`config.mk`:
```
export PLATFORM = sky130hd
export DESIGN_NAME = usb_msc_config_descriptor_parser_flat
export DESIGN_NICKNAME = d
export VERILOG_FILES = /design/src/rtl/core/umsc_pkg.sv /design/src/rtl/core/umsc_desc_if.sv /design/src/rtl/core/umsc_report_if.sv /design/src/rtl/core/usb_msc_config_descriptor_parser.sv /design/src/rtl/core/umsc_walker.sv /design/src/rtl/core/umsc_out_reg.sv /design/src/flat_wrapper.sv
export SDC_FILE = /design/constraint.sdc
export NUM_CORES = 1
export LEC_CHECK = 0
export ABC_AREA = 1
export BUFFER_PORTS_ARGS = -buffer_cell sky130_fd_sc_hd__buf_4
export CORE_UTILIZATION = 50
export DETAILED_ROUTE_END_ITERATION = 12
export PLACE_DENSITY_LB_ADDON = 0.08
export SLEW_MARGIN = 5
export SYNTH_ARGS = -nofsm -noshare
export SYNTH_HDL_FRONTEND = slang
export SYNTH_SLANG_ARGS = --single-unit
```
`constraint.sdc`:
```
create_clock -name clk -period 4.5 [get_ports clk]
set_clock_uncertainty 0.1 [all_clocks]
set_input_delay 0.45 -clock clk [delete_from_list [all_inputs] [get_ports clk]]
set_output_delay 0.45 -clock clk [all_outputs]
set_load 0.005 [all_outputs]
```
`src/rtl/core/umsc_pkg.sv`:
```
// ----------------------------------------------------------------------------
// umsc_pkg
// Shared types and constants for the mass-storage configuration descriptor
// parser: descriptor codes, class codes, status codes and the result record.
// ----------------------------------------------------------------------------
package umsc_pkg;

    // Default and width of the block size limit
    localparam int MAX_BLOCK_BYTES_DEF = 512;
    localparam int TOTAL_W             = 10;

    // Descriptor types
    localparam logic [7:0] DESC_CONFIG    = 8'h02;
    localparam logic [7:0] DESC_INTERFACE = 8'h04;
    localparam logic [7:0] DESC_ENDPOINT  = 8'h05;

    // Mass storage, SCSI transparent, bulk-only transport
    localparam logic [7:0] CLASS_MSC     = 8'h08;
    localparam logic [7:0] SUBCLASS_SCSI = 8'h06;
    localparam logic [7:0] PROTO_BOT     = 8'h50;

    // Endpoint attributes and address
    localparam logic [1:0] EP_XFER_BULK = 2'b10;
    localparam int         EP_DIR_BIT   = 7;

    // Minimum lengths
    localparam logic [7:0] MIN_DESC_LEN = 8'd2;
    localparam logic [7:0] MIN_IF_LEN   = 8'd9;
    localparam logic [7:0] MIN_EP_LEN   = 8'd7;
    localparam int         MIN_TOTAL    = 9;

    // Header byte offsets
    localparam int HDR_KIND_POS   = 1;
    localparam int HDR_CONFIG_POS = 5;

    // Offsets within a descriptor
    localparam logic [TOTAL_W-1:0] REL_KIND     = 10'd1;
    localparam logic [TOTAL_W-1:0] REL_IF_NUM   = 10'd2;
    localparam logic [TOTAL_W-1:0] REL_IF_CLASS = 10'd5;
    localparam logic [TOTAL_W-1:0] REL_IF_SUB   = 10'd6;
    localparam logic [TOTAL_W-1:0] REL_IF_PROTO = 10'd7;
    localparam logic [TOTAL_W-1:0] REL_EP_ADDR  = 10'd2;
    localparam logic [TOTAL_W-1:0] REL_EP_ATTR  = 10'd3;

    localparam logic [7:0] NO_INTERFACE = 8'hFF;

    typedef enum logic [1:0] {
        STATUS_OK         = 2'd0,
        STATUS_BAD_FORMAT = 2'd1,
        STATUS_NOT_FOUND  = 2'd2
    } status_t;

    typedef struct packed {
        status_t    status;
        logic [7:0] config_value;
        logic [7:0] iface_number;
        logic [7:0] bulk_in_endpoint;
        logic [7:0] bulk_out_endpoint;
    } report_t;

endpackage

```
`src/rtl/core/umsc_desc_if.sv`:
```
// ----------------------------------------------------------------------------
// umsc_desc_if
// Descriptor byte channel: one byte of the block per request.
// ----------------------------------------------------------------------------
interface umsc_desc_if;
    logic                         valid;
    logic                         ready;
    logic [7:0]                   data_byte;
    logic [umsc_pkg::TOTAL_W-1:0] total_length;
    logic                         last_byte;

    modport source (output valid, output data_byte, output total_length,
                    output last_byte, input ready);
    modport sink   (input valid, input data_byte, input total_length,
                    input last_byte, output ready);
endinterface

```
`src/rtl/core/umsc_report_if.sv`:
```
// ----------------------------------------------------------------------------
// umsc_report_if
// Result channel: one parse report per descriptor block.
// ----------------------------------------------------------------------------
interface umsc_report_if;
    logic       valid;
    logic       ready;
    logic [1:0] status;
    logic [7:0] config_value;
    logic [7:0] iface_number;
    logic [7:0] bulk_in_endpoint;
    logic [7:0] bulk_out_endpoint;

    modport source (output valid, output status, output config_value,
                    output iface_number, output bulk_in_endpoint,
                    output bulk_out_endpoint, input ready);
    modport sink   (input valid, input status, input config_value,
                    input iface_number, input bulk_in_endpoint,
                    input bulk_out_endpoint, output ready);
endinterface

```
`src/rtl/core/usb_msc_config_descriptor_parser.sv`:
```
// ----------------------------------------------------------------------------
// usb_msc_config_descriptor_parser
// Walks a USB configuration descriptor block byte by byte and reports the
// mass-storage (SCSI, bulk-only) interface and its bulk endpoints.
// ----------------------------------------------------------------------------
// Usage:
//  - desc carries one descriptor byte per request, with the block's total
//    length and a last flag. Bytes go in block order.
//  - report carries one request per block, issued after the byte flagged
//    last: status (ok / bad format / not found), configuration value,
//    interface number and the bulk IN and OUT endpoint addresses.
//  - Throughput: one byte per cycle while the output register is free. Each
//    byte passes through compare and capture logic straight into the walk
//    state, so the walk state is updated as each byte is taken.
//  - The report is valid the cycle after the last byte is taken.
//  - The report sits in a single output register. While it waits, desc.ready
//    stays high only if report.ready is high, so one held report stalls the
//    byte stream but a report taken in the same cycle does not.
//  - Reset clears the walk state and empties the output register. After each
//    last byte the walk state returns to its reset values for the next block.
//  - Totals above MAX_BLOCK_BYTES are clamped; bytes past the total are not
//    walked.
// ----------------------------------------------------------------------------
module usb_msc_config_descriptor_parser #(
    parameter int MAX_BLOCK_BYTES = umsc_pkg::MAX_BLOCK_BYTES_DEF
) (
    input  logic          clk,
    input  logic          rst_n,
    umsc_desc_if.sink     desc,
    umsc_report_if.source report
);

    logic              slot_free;
    logic              res_fire;
    umsc_pkg::report_t res;

    // Byte walk and report formation
    umsc_walker #(
        .MAX_BLOCK_BYTES (MAX_BLOCK_BYTES)
    ) u_walker (
        .clk       (clk),
        .rst_n     (rst_n),
        .desc      (desc),
        .slot_free (slot_free),
        .res_fire  (res_fire),
        .res       (res)
    );

    // Report holding register
    umsc_out_reg u_out_reg (
        .clk       (clk),
        .rst_n     (rst_n),
        .res_fire  (res_fire),
        .res       (res),
        .slot_free (slot_free),
        .report    (report)
    );

endmodule

```
`src/rtl/core/umsc_walker.sv`:
```
// ----------------------------------------------------------------------------
// umsc_walker
// Per-byte descriptor walk: holds the walk state, updates it on every
// accepted byte and forms the report on the last byte of a block.
// ----------------------------------------------------------------------------
module umsc_walker #(
    parameter int MAX_BLOCK_BYTES = umsc_pkg::MAX_BLOCK_BYTES_DEF
) (
    input  logic                clk,
    input  logic                rst_n,
    umsc_desc_if.sink           desc,
    input  logic                slot_free,
    output logic                res_fire,
    output umsc_pkg::report_t   res
);

    localparam int TW = umsc_pkg::TOTAL_W;
    localparam int OW = $clog2(MAX_BLOCK_BYTES + 1);
    localparam int CW = ((OW > TW) ? OW : TW) + 1;

    localparam logic [OW-1:0] OFFSET_MAX = OW'(MAX_BLOCK_BYTES);
    localparam logic [CW-1:0] LIMIT      = CW'(MAX_BLOCK_BYTES);

    logic          accept;

    logic [OW-1:0] offset_reg,    offset_next;
    logic [TW-1:0] start_reg,     start_next;
    logic [7:0]    length_reg,    length_next;
    logic [7:0]    kind_reg,      kind_next;
    logic          stopped_reg,   stopped_next;
    logic [7:0]    hdr_kind_reg,  hdr_kind_next;
    logic [7:0]    hdr_cfg_reg,   hdr_cfg_next;
    logic          match_reg,     match_next;
    logic [7:0]    cap_reg [3];
    logic [7:0]    found_if_reg,  found_if_next;
    logic [7:0]    found_in_reg,  found_in_next;
    logic [7:0]    found_out_reg, found_out_next;

    logic [CW-1:0] total_ext, total_eff, pos_ext, start_ext;
    logic [TW-1:0] rel;
    logic [7:0]    kind_eff;
    logic          walk_en, at_start, start_bad;
    logic          in_if, in_ep;
    logic          cap0_we, cap1_we, cap2_we;
    logic          bad, missing;

    assign accept     = desc.valid && slot_free;
    assign desc.ready = slot_free;

    assign total_ext = CW'(desc.total_length);
    assign total_eff = (total_ext > LIMIT) ? LIMIT : total_ext;
    assign pos_ext   = CW'(offset_reg);
    assign start_ext = CW'(start_reg);

    assign walk_en   = !stopped_reg && (pos_ext < total_eff) && (pos_ext >= start_ext);
    assign at_start  = (pos_ext == start_ext);
    assign start_bad = (pos_ext + CW'(2) > total_eff) ||
                       (desc.data_byte < umsc_pkg::MIN_DESC_LEN) ||
                       (start_ext + CW'(desc.data_byte) > total_eff);

    // Position is below the total (at most 10 bits) whenever the walk is live
    assign rel      = TW'(pos_ext - start_ext);
    assign kind_eff = (rel == umsc_pkg::REL_KIND) ? desc.data_byte : kind_reg;
    assign in_if    = (kind_eff == umsc_pkg::DESC_INTERFACE) &&
                      (length_reg >= umsc_pkg::MIN_IF_LEN);
    assign in_ep    = (kind_eff == umsc_pkg::DESC_ENDPOINT) && match_reg &&
                      (length_reg >= umsc_pkg::MIN_EP_LEN);

    assign cap0_we = walk_en && !at_start &&
                     ((in_if && rel == umsc_pkg::REL_IF_NUM) ||
                      (!in_if && in_ep && rel == umsc_pkg::REL_EP_ADDR));
    assign cap1_we = walk_en && !at_start && in_if && rel == umsc_pkg::REL_IF_CLASS;
    assign cap2_we = walk_en && !at_start && in_if && rel == umsc_pkg::REL_IF_SUB;

    always_comb
    begin
        offset_next    = offset_reg;
        start_next     = start_reg;
        length_next    = length_reg;
        kind_next      = kind_reg;
        stopped_next   = stopped_reg;
        hdr_kind_next  = hdr_kind_reg;
        hdr_cfg_next   = hdr_cfg_reg;
        match_next     = match_reg;
        found_if_next  = found_if_reg;
        found_in_next  = found_in_reg;
        found_out_next = found_out_reg;

        if (pos_ext == CW'(umsc_pkg::HDR_KIND_POS))
        begin
            hdr_kind_next = desc.data_byte;
        end
        if (pos_ext == CW'(umsc_pkg::HDR_CONFIG_POS))
        begin
            hdr_cfg_next = desc.data_byte;
        end

        if (walk_en)
        begin
            if (at_start)
            begin
                if (start_bad)
                begin
                    stopped_next = 1'b1;
                end
                else
                begin
                    length_next = desc.data_byte;
                end
            end
            else
            begin
                kind_next = kind_eff;
                if (in_if)
                begin
                    if (rel == umsc_pkg::REL_IF_PROTO)
                    begin
                        match_next = (cap_reg[1] == umsc_pkg::CLASS_MSC) &&
                                     (cap_reg[2] == umsc_pkg::SUBCLASS_SCSI) &&
                                     (desc.data_byte == umsc_pkg::PROTO_BOT);
                        if (match_next)
                        begin
                            found_if_next = cap_reg[0];
                        end
                    end
                end
                else if (in_ep && rel == umsc_pkg::REL_EP_ATTR &&
                         desc.data_byte[1:0] == umsc_pkg::EP_XFER_BULK)
                begin
                    if (cap_reg[0][umsc_pkg::EP_DIR_BIT])
                    begin
                        found_in_next = cap_reg[0];
                    end
                    else
                    begin
                        found_out_next = cap_reg[0];
                    end
                end
                if ((TW + 1)'(rel) + (TW + 1)'(1) == (TW + 1)'(length_reg))
                begin
                    start_next = start_reg + TW'(length_reg);
                end
            end
        end

        if (offset_reg < OFFSET_MAX)
        begin
            offset_next = offset_reg + OW'(1);
        end
    end

    // Report from the state as it stands after this byte
    assign bad     = (total_eff < CW'(umsc_pkg::MIN_TOTAL)) ||
                     (hdr_kind_next != umsc_pkg::DESC_CONFIG);
    assign missing = (found_if_next == umsc_pkg::NO_INTERFACE) ||
                     (found_in_next == 8'd0) || (found_out_next == 8'd0);

    always_comb
    begin
        if (bad)
        begin
            res.status            = umsc_pkg::STATUS_BAD_FORMAT;
            res.config_value      = 8'd0;
            res.iface_number      = 8'd0;
            res.bulk_in_endpoint  = 8'd0;
            res.bulk_out_endpoint = 8'd0;
        end
        else
        begin
            res.status            = missing ? umsc_pkg::STATUS_NOT_FOUND
                                            : umsc_pkg::STATUS_OK;
            res.config_value      = hdr_cfg_next;
            res.iface_number      = found_if_next;
            res.bulk_in_endpoint  = found_in_next;
            res.bulk_out_endpoint = found_out_next;
        end
    end

    assign res_fire = accept && desc.last_byte;

    always_ff @(posedge clk or negedge rst_n)
    begin
        if (!rst_n)
        begin
            offset_reg    <= '0;
            start_reg     <= '0;
            length_reg    <= '0;
            kind_reg      <= '0;
            stopped_reg   <= 1'b0;
            hdr_kind_reg  <= '0;
            hdr_cfg_reg   <= '0;
            match_reg     <= 1'b0;
            found_if_reg  <= umsc_pkg::NO_INTERFACE;
            found_in_reg  <= '0;
            found_out_reg <= '0;
        end
        else if (accept)
        begin
            if (desc.last_byte)
            begin
                offset_reg    <= '0;
                start_reg     <= '0;
                length_reg    <= '0;
                kind_reg      <= '0;
                stopped_reg   <= 1'b0;
                hdr_kind_reg  <= '0;
                hdr_cfg_reg   <= '0;
                match_reg     <= 1'b0;
                found_if_reg  <= umsc_pkg::NO_INTERFACE;
                found_in_reg  <= '0;
                found_out_reg <= '0;
            end
            else
            begin
                offset_reg    <= offset_next;
                start_reg     <= start_next;
                length_reg    <= length_next;
                kind_reg      <= kind_next;
                stopped_reg   <= stopped_next;
                hdr_kind_reg  <= hdr_kind_next;
                hdr_cfg_reg   <= hdr_cfg_next;
                match_reg     <= match_next;
                found_if_reg  <= found_if_next;
                found_in_reg  <= found_in_next;
                found_out_reg <= found_out_next;
            end
        end
    end

    // Field captures: always written before read within a descriptor
    always_ff @(posedge clk)
    begin
        if (accept && cap0_we)
        begin
            cap_reg[0] <= desc.data_byte;
        end
        if (accept && cap1_we)
        begin
            cap_reg[1] <= desc.data_byte;
        end
        if (accept && cap2_we)
        begin
            cap_reg[2] <= desc.data_byte;
        end
    end

endmodule

```
`src/rtl/core/umsc_out_reg.sv`:
```
// ----------------------------------------------------------------------------
// umsc_out_reg
// Result register: holds one report until the receiver takes it.
// ----------------------------------------------------------------------------
module umsc_out_reg (
    input  logic              clk,
    input  logic              rst_n,
    input  logic              res_fire,
    input  umsc_pkg::report_t res,
    output logic              slot_free,
    umsc_report_if.source     report
);

    logic              valid_reg;
    umsc_pkg::report_t data_reg;

    // Free when empty or being emptied this cycle
    assign slot_free = !valid_reg || report.ready;

    always_ff @(posedge clk or negedge rst_n)
    begin
        if (!rst_n)
        begin
            valid_reg <= 1'b0;
        end
        else if (res_fire)
        begin
            valid_reg <= 1'b1;
        end
        else if (report.ready)
        begin
            valid_reg <= 1'b0;
        end
    end

    always_ff @(posedge clk)
    begin
        if (res_fire)
        begin
            data_reg <= res;
        end
    end

    assign report.valid             = valid_reg;
    assign report.status            = data_reg.status;
    assign report.config_value      = data_reg.config_value;
    assign report.iface_number      = data_reg.iface_number;
    assign report.bulk_in_endpoint  = data_reg.bulk_in_endpoint;
    assign report.bulk_out_endpoint = data_reg.bulk_out_endpoint;

endmodule
```
`src/flat_wrapper.sv`:
```
// flat-port wrapper written by rule: the top's interface ports become plain ports
module usb_msc_config_descriptor_parser_flat 
#(
    parameter int MAX_BLOCK_BYTES = umsc_pkg::MAX_BLOCK_BYTES_DEF
)
  (clk, rst_n, desc_valid, desc_data_byte, desc_total_length, desc_last_byte, desc_ready, report_valid, report_status, report_config_value, report_iface_number, report_bulk_in_endpoint, report_bulk_out_endpoint, report_ready);
  umsc_desc_if desc_i ();
  umsc_report_if report_i ();
  input  logic clk;
  input  logic rst_n;
  input wire logic [$bits(desc_i.valid)-1:0] desc_valid;
  input wire logic [$bits(desc_i.data_byte)-1:0] desc_data_byte;
  input wire logic [$bits(desc_i.total_length)-1:0] desc_total_length;
  input wire logic [$bits(desc_i.last_byte)-1:0] desc_last_byte;
  output wire logic [$bits(desc_i.ready)-1:0] desc_ready;
  output wire logic [$bits(report_i.valid)-1:0] report_valid;
  output wire logic [$bits(report_i.status)-1:0] report_status;
  output wire logic [$bits(report_i.config_value)-1:0] report_config_value;
  output wire logic [$bits(report_i.iface_number)-1:0] report_iface_number;
  output wire logic [$bits(report_i.bulk_in_endpoint)-1:0] report_bulk_in_endpoint;
  output wire logic [$bits(report_i.bulk_out_endpoint)-1:0] report_bulk_out_endpoint;
  input wire logic [$bits(report_i.ready)-1:0] report_ready;
  assign desc_i.valid = desc_valid;
  assign desc_i.data_byte = desc_data_byte;
  assign desc_i.total_length = desc_total_length;
  assign desc_i.last_byte = desc_last_byte;
  assign desc_ready = desc_i.ready;
  assign report_valid = report_i.valid;
  assign report_status = report_i.status;
  assign report_config_value = report_i.config_value;
  assign report_iface_number = report_i.iface_number;
  assign report_bulk_in_endpoint = report_i.bulk_in_endpoint;
  assign report_bulk_out_endpoint = report_i.bulk_out_endpoint;
  assign report_i.ready = report_ready;
  usb_msc_config_descriptor_parser #(.MAX_BLOCK_BYTES(MAX_BLOCK_BYTES)) u_core (.clk(clk), .rst_n(rst_n), .desc(desc_i), .report(report_i));
endmodule
```
## Word level (Yosys, flattened, before mapping)

Memory sizes are Yosys's and may differ from the RTL's.
Cells that the tools add are included.
Widths: inputs -> output; s select.

- Add/sub/neg operators: 6
- Order comparisons: 10
- Equal/unequal tests: 20
- Mux-type cells: 61
- Reduce and logical (&&, ||, !) cells: 51

Operators by type and width:

| cell | count |
|---|---|
| $mux 8 | 32 |
| $mux 10 | 7 |
| $eq 10x3->1 const B | 4 |
| $eq 8x3->1 const B | 3 |
| $gt 11x10->1 | 2 |
| $logic_and 1x1->1 | 22 |
| $eq 10x1->1 const B | 2 |
| $eq 10x2->1 const B | 2 |
| $mux 1 | 19 |
| $logic_not 8->1 | 2 |
| $reduce_bool 2->1 | 8 |
| $reduce_or 8->1 | 2 |
| $reduce_and 4->1 | 3 |
| $add 10x1->11 const B | 1 |
| $add 10x2->11 const B | 1 |
| $add 10x8->11 | 1 |
| $eq 11x8->1 | 1 |
| $add 10x1->10 const B | 1 |
| $add 10x8->10 | 1 |
| $eq 10x10->1 | 1 |
| $ge 10x10->1 | 1 |
| $gt 10x10->1 const B | 1 |
| $lt 10x10->1 | 1 |
| $lt 10x10->1 const B | 1 |
| other kinds (17) | 29 |

- Memories kept: 1
- Logic and storage cells: 166
- Flip-flop bits (word level): 113
- RAM bits: 24

Memory list:

| name | words | bits a word | read ports | clocked after memory_dff | write ports | line | text |
|---|---|---|---|---|---|---|---|
| u_core.u_walker.cap_reg | 3 | 8 | 3 | 0 | 1 | umsc_walker.sv:34 | `logic [7:0] cap_reg [3];` |

## Longest topological paths before layout

- Depth in word-level cells: 16
- Mapped depth: 28
- Depth with buffers taken out: 28

## Modules after synthesis

A second synthesis with hierarchy kept.

- Cell total of the unflattened synthesis: 1010
- Area, all modules: 8434.3 um2

Modules (own cells, without submodules):

| module | cells each | seq. area each (um2) | instances | area an instance (um2) |
|---|---|---|---|---|
| umsc_walker | 971 | 2682.6 | 1 | 7368.3 |
| umsc_out_reg | 39 | 1046.0 | 1 | 1066.0 |

## Worst setup path after synthesis

OpenSTA, ideal clock, no wires.

- Kind: register -> register
- Start: register u_core.u_walker.offset_reg[0]
- End: memory u_core.u_walker.cap_reg[1][2] (netlist: u_core.u_walker.cap_reg[0][10]), enable pin
- Library setup time: 0.395 ns
- Path buffers: 1
- Stages on the path, launching flop included: 18
- Period minus slack after synthesis: 3.952 ns
- Setup slack: 0.548 ns
- Arrival time: 3.457 ns
- Path through: dfrtp_1 > inv_1 > ha_1 > inv_1 > fa_1 > or2_2 > nand2_1 > nand2_4 > nor2_8 > nand4_1 > nand2_1 > nand2_1 > nor2_1 > nand2_4 > nor2_4 > buf_6 > nand2_1 > nor4_1

- Cells in the longest elaborated chain, start to end: 15

RTL lines:

| what | line | text |
|---|---|---|
| start: declaration | umsc_walker.sv:26 | `logic [OW-1:0] offset_reg, offset_next;` |
| start signal: assignment | umsc_walker.sv:215 | `offset_reg <= offset_next;` |
| $sub 10x10->10 | umsc_walker.sv:62 | `assign rel = TW'(pos_ext - start_ext);` |
| $eq 10x1->1 | umsc_walker.sv:63 | `assign kind_eff = (rel == umsc_pkg::REL_KIND) ? desc.data_byte : kind_reg;` |
| $mux 8 | umsc_walker.sv:63 |  |
| $eq 8x3->1, on equally long branches | umsc_walker.sv:64, umsc_walker.sv:66 |  |
| $logic_and 1x1->1, on equally long branches | umsc_walker.sv:64, umsc_walker.sv:66 |  |
| $logic_not 1->1 / $logic_and 1x1->1 (equally long branches) | umsc_walker.sv:71, umsc_walker.sv:66 |  |
| $logic_and 1x1->1 (2 in a row) | umsc_walker.sv:71 | `(!in_if && in_ep && rel == umsc_pkg::REL_EP_ADDR));` |
| $logic_or 1x1->1 | umsc_walker.sv:70 | `((in_if && rel == umsc_pkg::REL_IF_NUM) \|\|` |
| $logic_and 1x1->1 | umsc_walker.sv:69 | `assign cap0_we = walk_en && !at_start &&` |
| $logic_and 1x1->1 | umsc_walker.sv:233 | `if (accept && cap0_we)` |
| $mux 1 | umsc_walker.sv:233 |  |
| $mux 1 (implied by the code) | umsc_walker.sv:235 | `cap_reg[0] <= desc.data_byte;` |
| $mux 1 (no source line) (2 in a row) | -- |  |
| end: declaration | umsc_walker.sv:34 |  |

Several ways; a longest one is shown, not always the timed one.

## Worst setup path after layout

- Start: register u_core.u_walker.start_reg[1]
- End: register u_core.u_out_reg.data_reg, in the netlist u_core.u_out_reg.report.bulk_in_endpoint[6] (data pin)

- Cells in the longest elaborated chain, start to end: 12

RTL lines:

| what | line | text |
|---|---|---|
| start: declaration | umsc_walker.sv:27 | `logic [TW-1:0] start_reg, start_next;` |
| start signal: assignment | umsc_walker.sv:216 | `start_reg <= start_next;` |
| $sub 10x10->10 | umsc_walker.sv:62 |  |
| $eq 10x1->1 | umsc_walker.sv:63 |  |
| $mux 8 | umsc_walker.sv:63 |  |
| $eq 8x3->1 | umsc_walker.sv:66 | `assign in_ep = (kind_eff == umsc_pkg::DESC_ENDPOINT) && match_reg &&` |
| $logic_and 1x1->1 (2 in a row) | umsc_walker.sv:66 |  |
| $logic_and 1x1->1 (2 in a row) | umsc_walker.sv:127 | `else if (in_ep && rel == umsc_pkg::REL_EP_ATTR &&` |
| $mux 8 | umsc_walker.sv:127 |  |
| $mux 8 | umsc_walker.sv:114 | `if (in_if)` |
| $mux 8 | umsc_walker.sv:100 | `if (at_start)` |
| $mux 8 (*) | umsc_walker.sv:98 | `if (walk_en)` |
| end signal: assignment | umsc_out_reg.sv:40 | `data_reg <= res;` |
| end: declaration | umsc_out_reg.sv:15 | `umsc_pkg::report_t data_reg;` |

Mark *: on every way between the ends. The rest lies on a longest branch, timed or not.
A chain may end at the register's enable or synchronous reset.

==> qor.yml <==
status: "completed"
finalNetCount: 1187
drcViolationCount: 0
slew_headroom: 0.4193
largest_register_ffs: 24
arrival_ns: 3.98
clock-root-buffer: "clkbuf_16"
synth_ff_type: "dfrtp_1"
rows: 47
synth_top_cell_by_area: "dfrtp_1"
max_cap_viol_count: 0
vdd.ir_drop.worst_v: 0.0007720
clkTransAtPathRegs_ns: 0.06
wirelength_um: 21470
hold_violations: 0
cpMaxStageDelayCell: "dfrtp_1"
rsz0062_at_grt: "no"
grt_pass1_wl_um: 35180
worstSetupPathType: "flip-flop to flip-flop"
setup_violations: 0
die_y_um: 133.0
dieArea_mm2: 0.01768
final_common_cell: "nand2_1"
finalCritPeriodShare: 0.8719
critPathTopFamily: "simple AND/OR/NAND/NOR gates"
p_leak_uw: 0.004678
hp-class: "input port to flip-flop"
synth_area_per_cell_um2: 8.360
timing.setup.tns_ns: 0
viasPerCell: 5.418
cpPeakStageDelay_ns: 0.55
die_x_um: 133.0
clk_latency_ns: 0.42
synthArstFlopShare: 0.5766
first_pass_iters: 5
syn_inst: 1026
critPathBufInv: 2
cp-start-kind: "flip-flop"
io_buffer_count: 58
grt_max_degree: 45
cp_max_fo: 9
hold_buffers: 1
cts_tree: "built"
cts_resized: 0
htreeDepth: 4
post-cts-setup-buffer-count: 0
yosys_warnings: 0
synth_area_mm2: 0.008577
core_mm2: 0.01664
r2r_slack_ns: 0.58
syn_to_final_growth_pct: 15.77
max_freq_mhz: 254.9
grt_overflow: 0
drt_iter0_markers: 477
ys_ff_latch: 137
synth_edf_count: 58
drive_gt1_frac: 0.1385
cp-end-kind: "flip-flop"
yosys-top-cells-area: "dfrtp_1 (21%), edfxtp_1 (20%), nand2_1 (9.3%)"
grt_antenna_before_repair: 0
grt_util_all_layers: 0.2570
fin_crit_ns: 3.924
clkSinkCount: 137
fin_util: 0.5966
power_density_mw_per_mm2: 598.9
crit_top_cell: "nand2_1"
numCtsBuffers: 17
gp_routability_congestion: 0.8786
pin_count: 59
synth_cell_types: 56
crit_chain: "inv_1 > fa_1 > nand2_2 > nand2_2 > nand2_1 > nand2_1 > nand2_1 > nand3_2 > nor2_8 > nand4_1 > nand2_1 > inv_1 > nor2_1 > nand2_4 > nor2_8 > nand3_1 > nor3_1 > nand2_1 > o21ai_0 > nor2_1"
diodes: 0
worst_pin_slew_ns: 0.8679
start_util: 0.5154
drtAntennaViolNets: 0
seq_area_frac_synth: 0.4347
final_max_slew_viol_count: 0
final_cell_mix: "nand2_1 (212), inv_1 (147), nor2_1 (105)"
grt_pass1_vias: 6723
dp_hpwl_um: 16180
synth_top_area_share: 0.2071
crit_required_ns: 4.56
wl_per_cell_um: 16.11
vias: 7217
clk_path_buf_depth: 2
synth_nets: 1114
[cells by family after synthesis]
family / count (synthesis) / synth area share
buf+inv: 173 / 0.07688
xor+xnor: 21 / 0.02363
flops: 137 / 0.4347
fa+ha+maj: 65 / 0.09745
compound gates: 174 / 0.1177
simple gates: 456 / 0.2496
[final timing paths]
check,cells past startpoint,to,from
worst min-delay path,2,u_core.u_walker.start_reg[4]$_DFFE_PN0P_,desc_last_byte
min in group asynchronous,2,u_core.u_walker.hdr_cfg_reg[4]$_DFFE_PN0P_,rst_n
max in group asynchronous,3,u_core.u_walker.found_if_reg[1]$_DFFE_PN1P_,rst_n
worst max register to register,20,u_core.u_out_reg.report.bulk_in_endpoint[6]$_SDFFCE_PP0P_,u_core.u_walker.start_reg[1]$_DFFE_PN0P_
worst min register to register,2,u_core.u_walker.hdr_kind_reg[4]$_DFFE_PN0P_,u_core.u_walker.hdr_kind_reg[4]$_DFFE_PN0P_
worst max-delay path,20,u_core.u_out_reg.report.bulk_in_endpoint[6]$_SDFFCE_PP0P_,u_core.u_walker.start_reg[1]$_DFFE_PN0P_
[area by class of cell]
| cell class | instances | area [um2] |
|---|---|---|
| Fill cell | 1480 | 6713 |
| Multi-Input combinational cell | 716 | 4197 |
| Tap cell | 220 | 275.3 |
| Clock buffer | 18 | 439.2 |
| Inverter | 154 | 578.1 |
| Timing Repair Buffer | 73 | 550.5 |
| Clock inverter | 14 | 161.4 |
| Sequential cell | 137 | 3729 |
[report_power, final]
group	switching (uW)	total, uW	internal (uW)
registers	157	1600	1450
logic	1960	2930	964
clock network	573	1420	844
[worst register-to-register path: cells and delay by family (launching register included)]
kind | cells | cell delay (ns)
flip-flops | 1 | 0.55
AND/OR/NAND/NOR | 16 | 2.24
AO/OA/AOI/OAI | 1 | 0.13
adder cells (fa/ha/maj) | 1 | 0.44
buffers and inverters | 2 | 0.20
[metal layers]
metal / GRT usage / part of all wire / vias to the layer above
li1: - / - / 3632
met1: 0.3535 / 0.47 / 3398
met2: 0.4223 / 0.48 / 168
met3: 0.03716 / 0.042 / 19
met4: 0.07216 / 0.011 / 0
met5: 0 / 0 / -
[stage by stage]
step	cells	power (uW)	setup slack [ns]	hold WS, ns	area [um2]
2_1_floorplan	1026	3876	0.5480	0.05441	8577
3_3_place_gp	1299	4485	0.4978	0.3671	9319
3_5_place_dp	1299	4524	0.3426	0.3738	9319
4_1_cts	1332	5950	0.6271	0.1702	9930
5_1_grt	1332	6393	0.2048	0.1686	9930
6_report	1332	5947	0.5762	0.1840	9930
[cell usage after synthesis (all sizes together), types with 3 or more instances]
| master | count |
|---|---|
| nand2 | 221 |
| inv | 154 |
| nor2 | 114 |
| dfrtp | 71 |
| ha | 62 |
| a21oi | 58 |
| edfxtp | 58 |
| o21ai | 56 |
| nand3 | 43 |
| nand4 | 34 |
| o22ai | 33 |
| nor3 | 23 |
| xor2 | 19 |
| clkbuf | 16 |
| dfstp | 8 |
| nor4 | 8 |
| o41ai | 5 |
| o21bai | 4 |
| o31ai | 4 |
| or2 | 4 |
| a211oi | 3 |
| buf | 3 |
| fa | 3 |
| nand3b | 3 |
No activity file was read; power rests on OpenSTA's default activity.
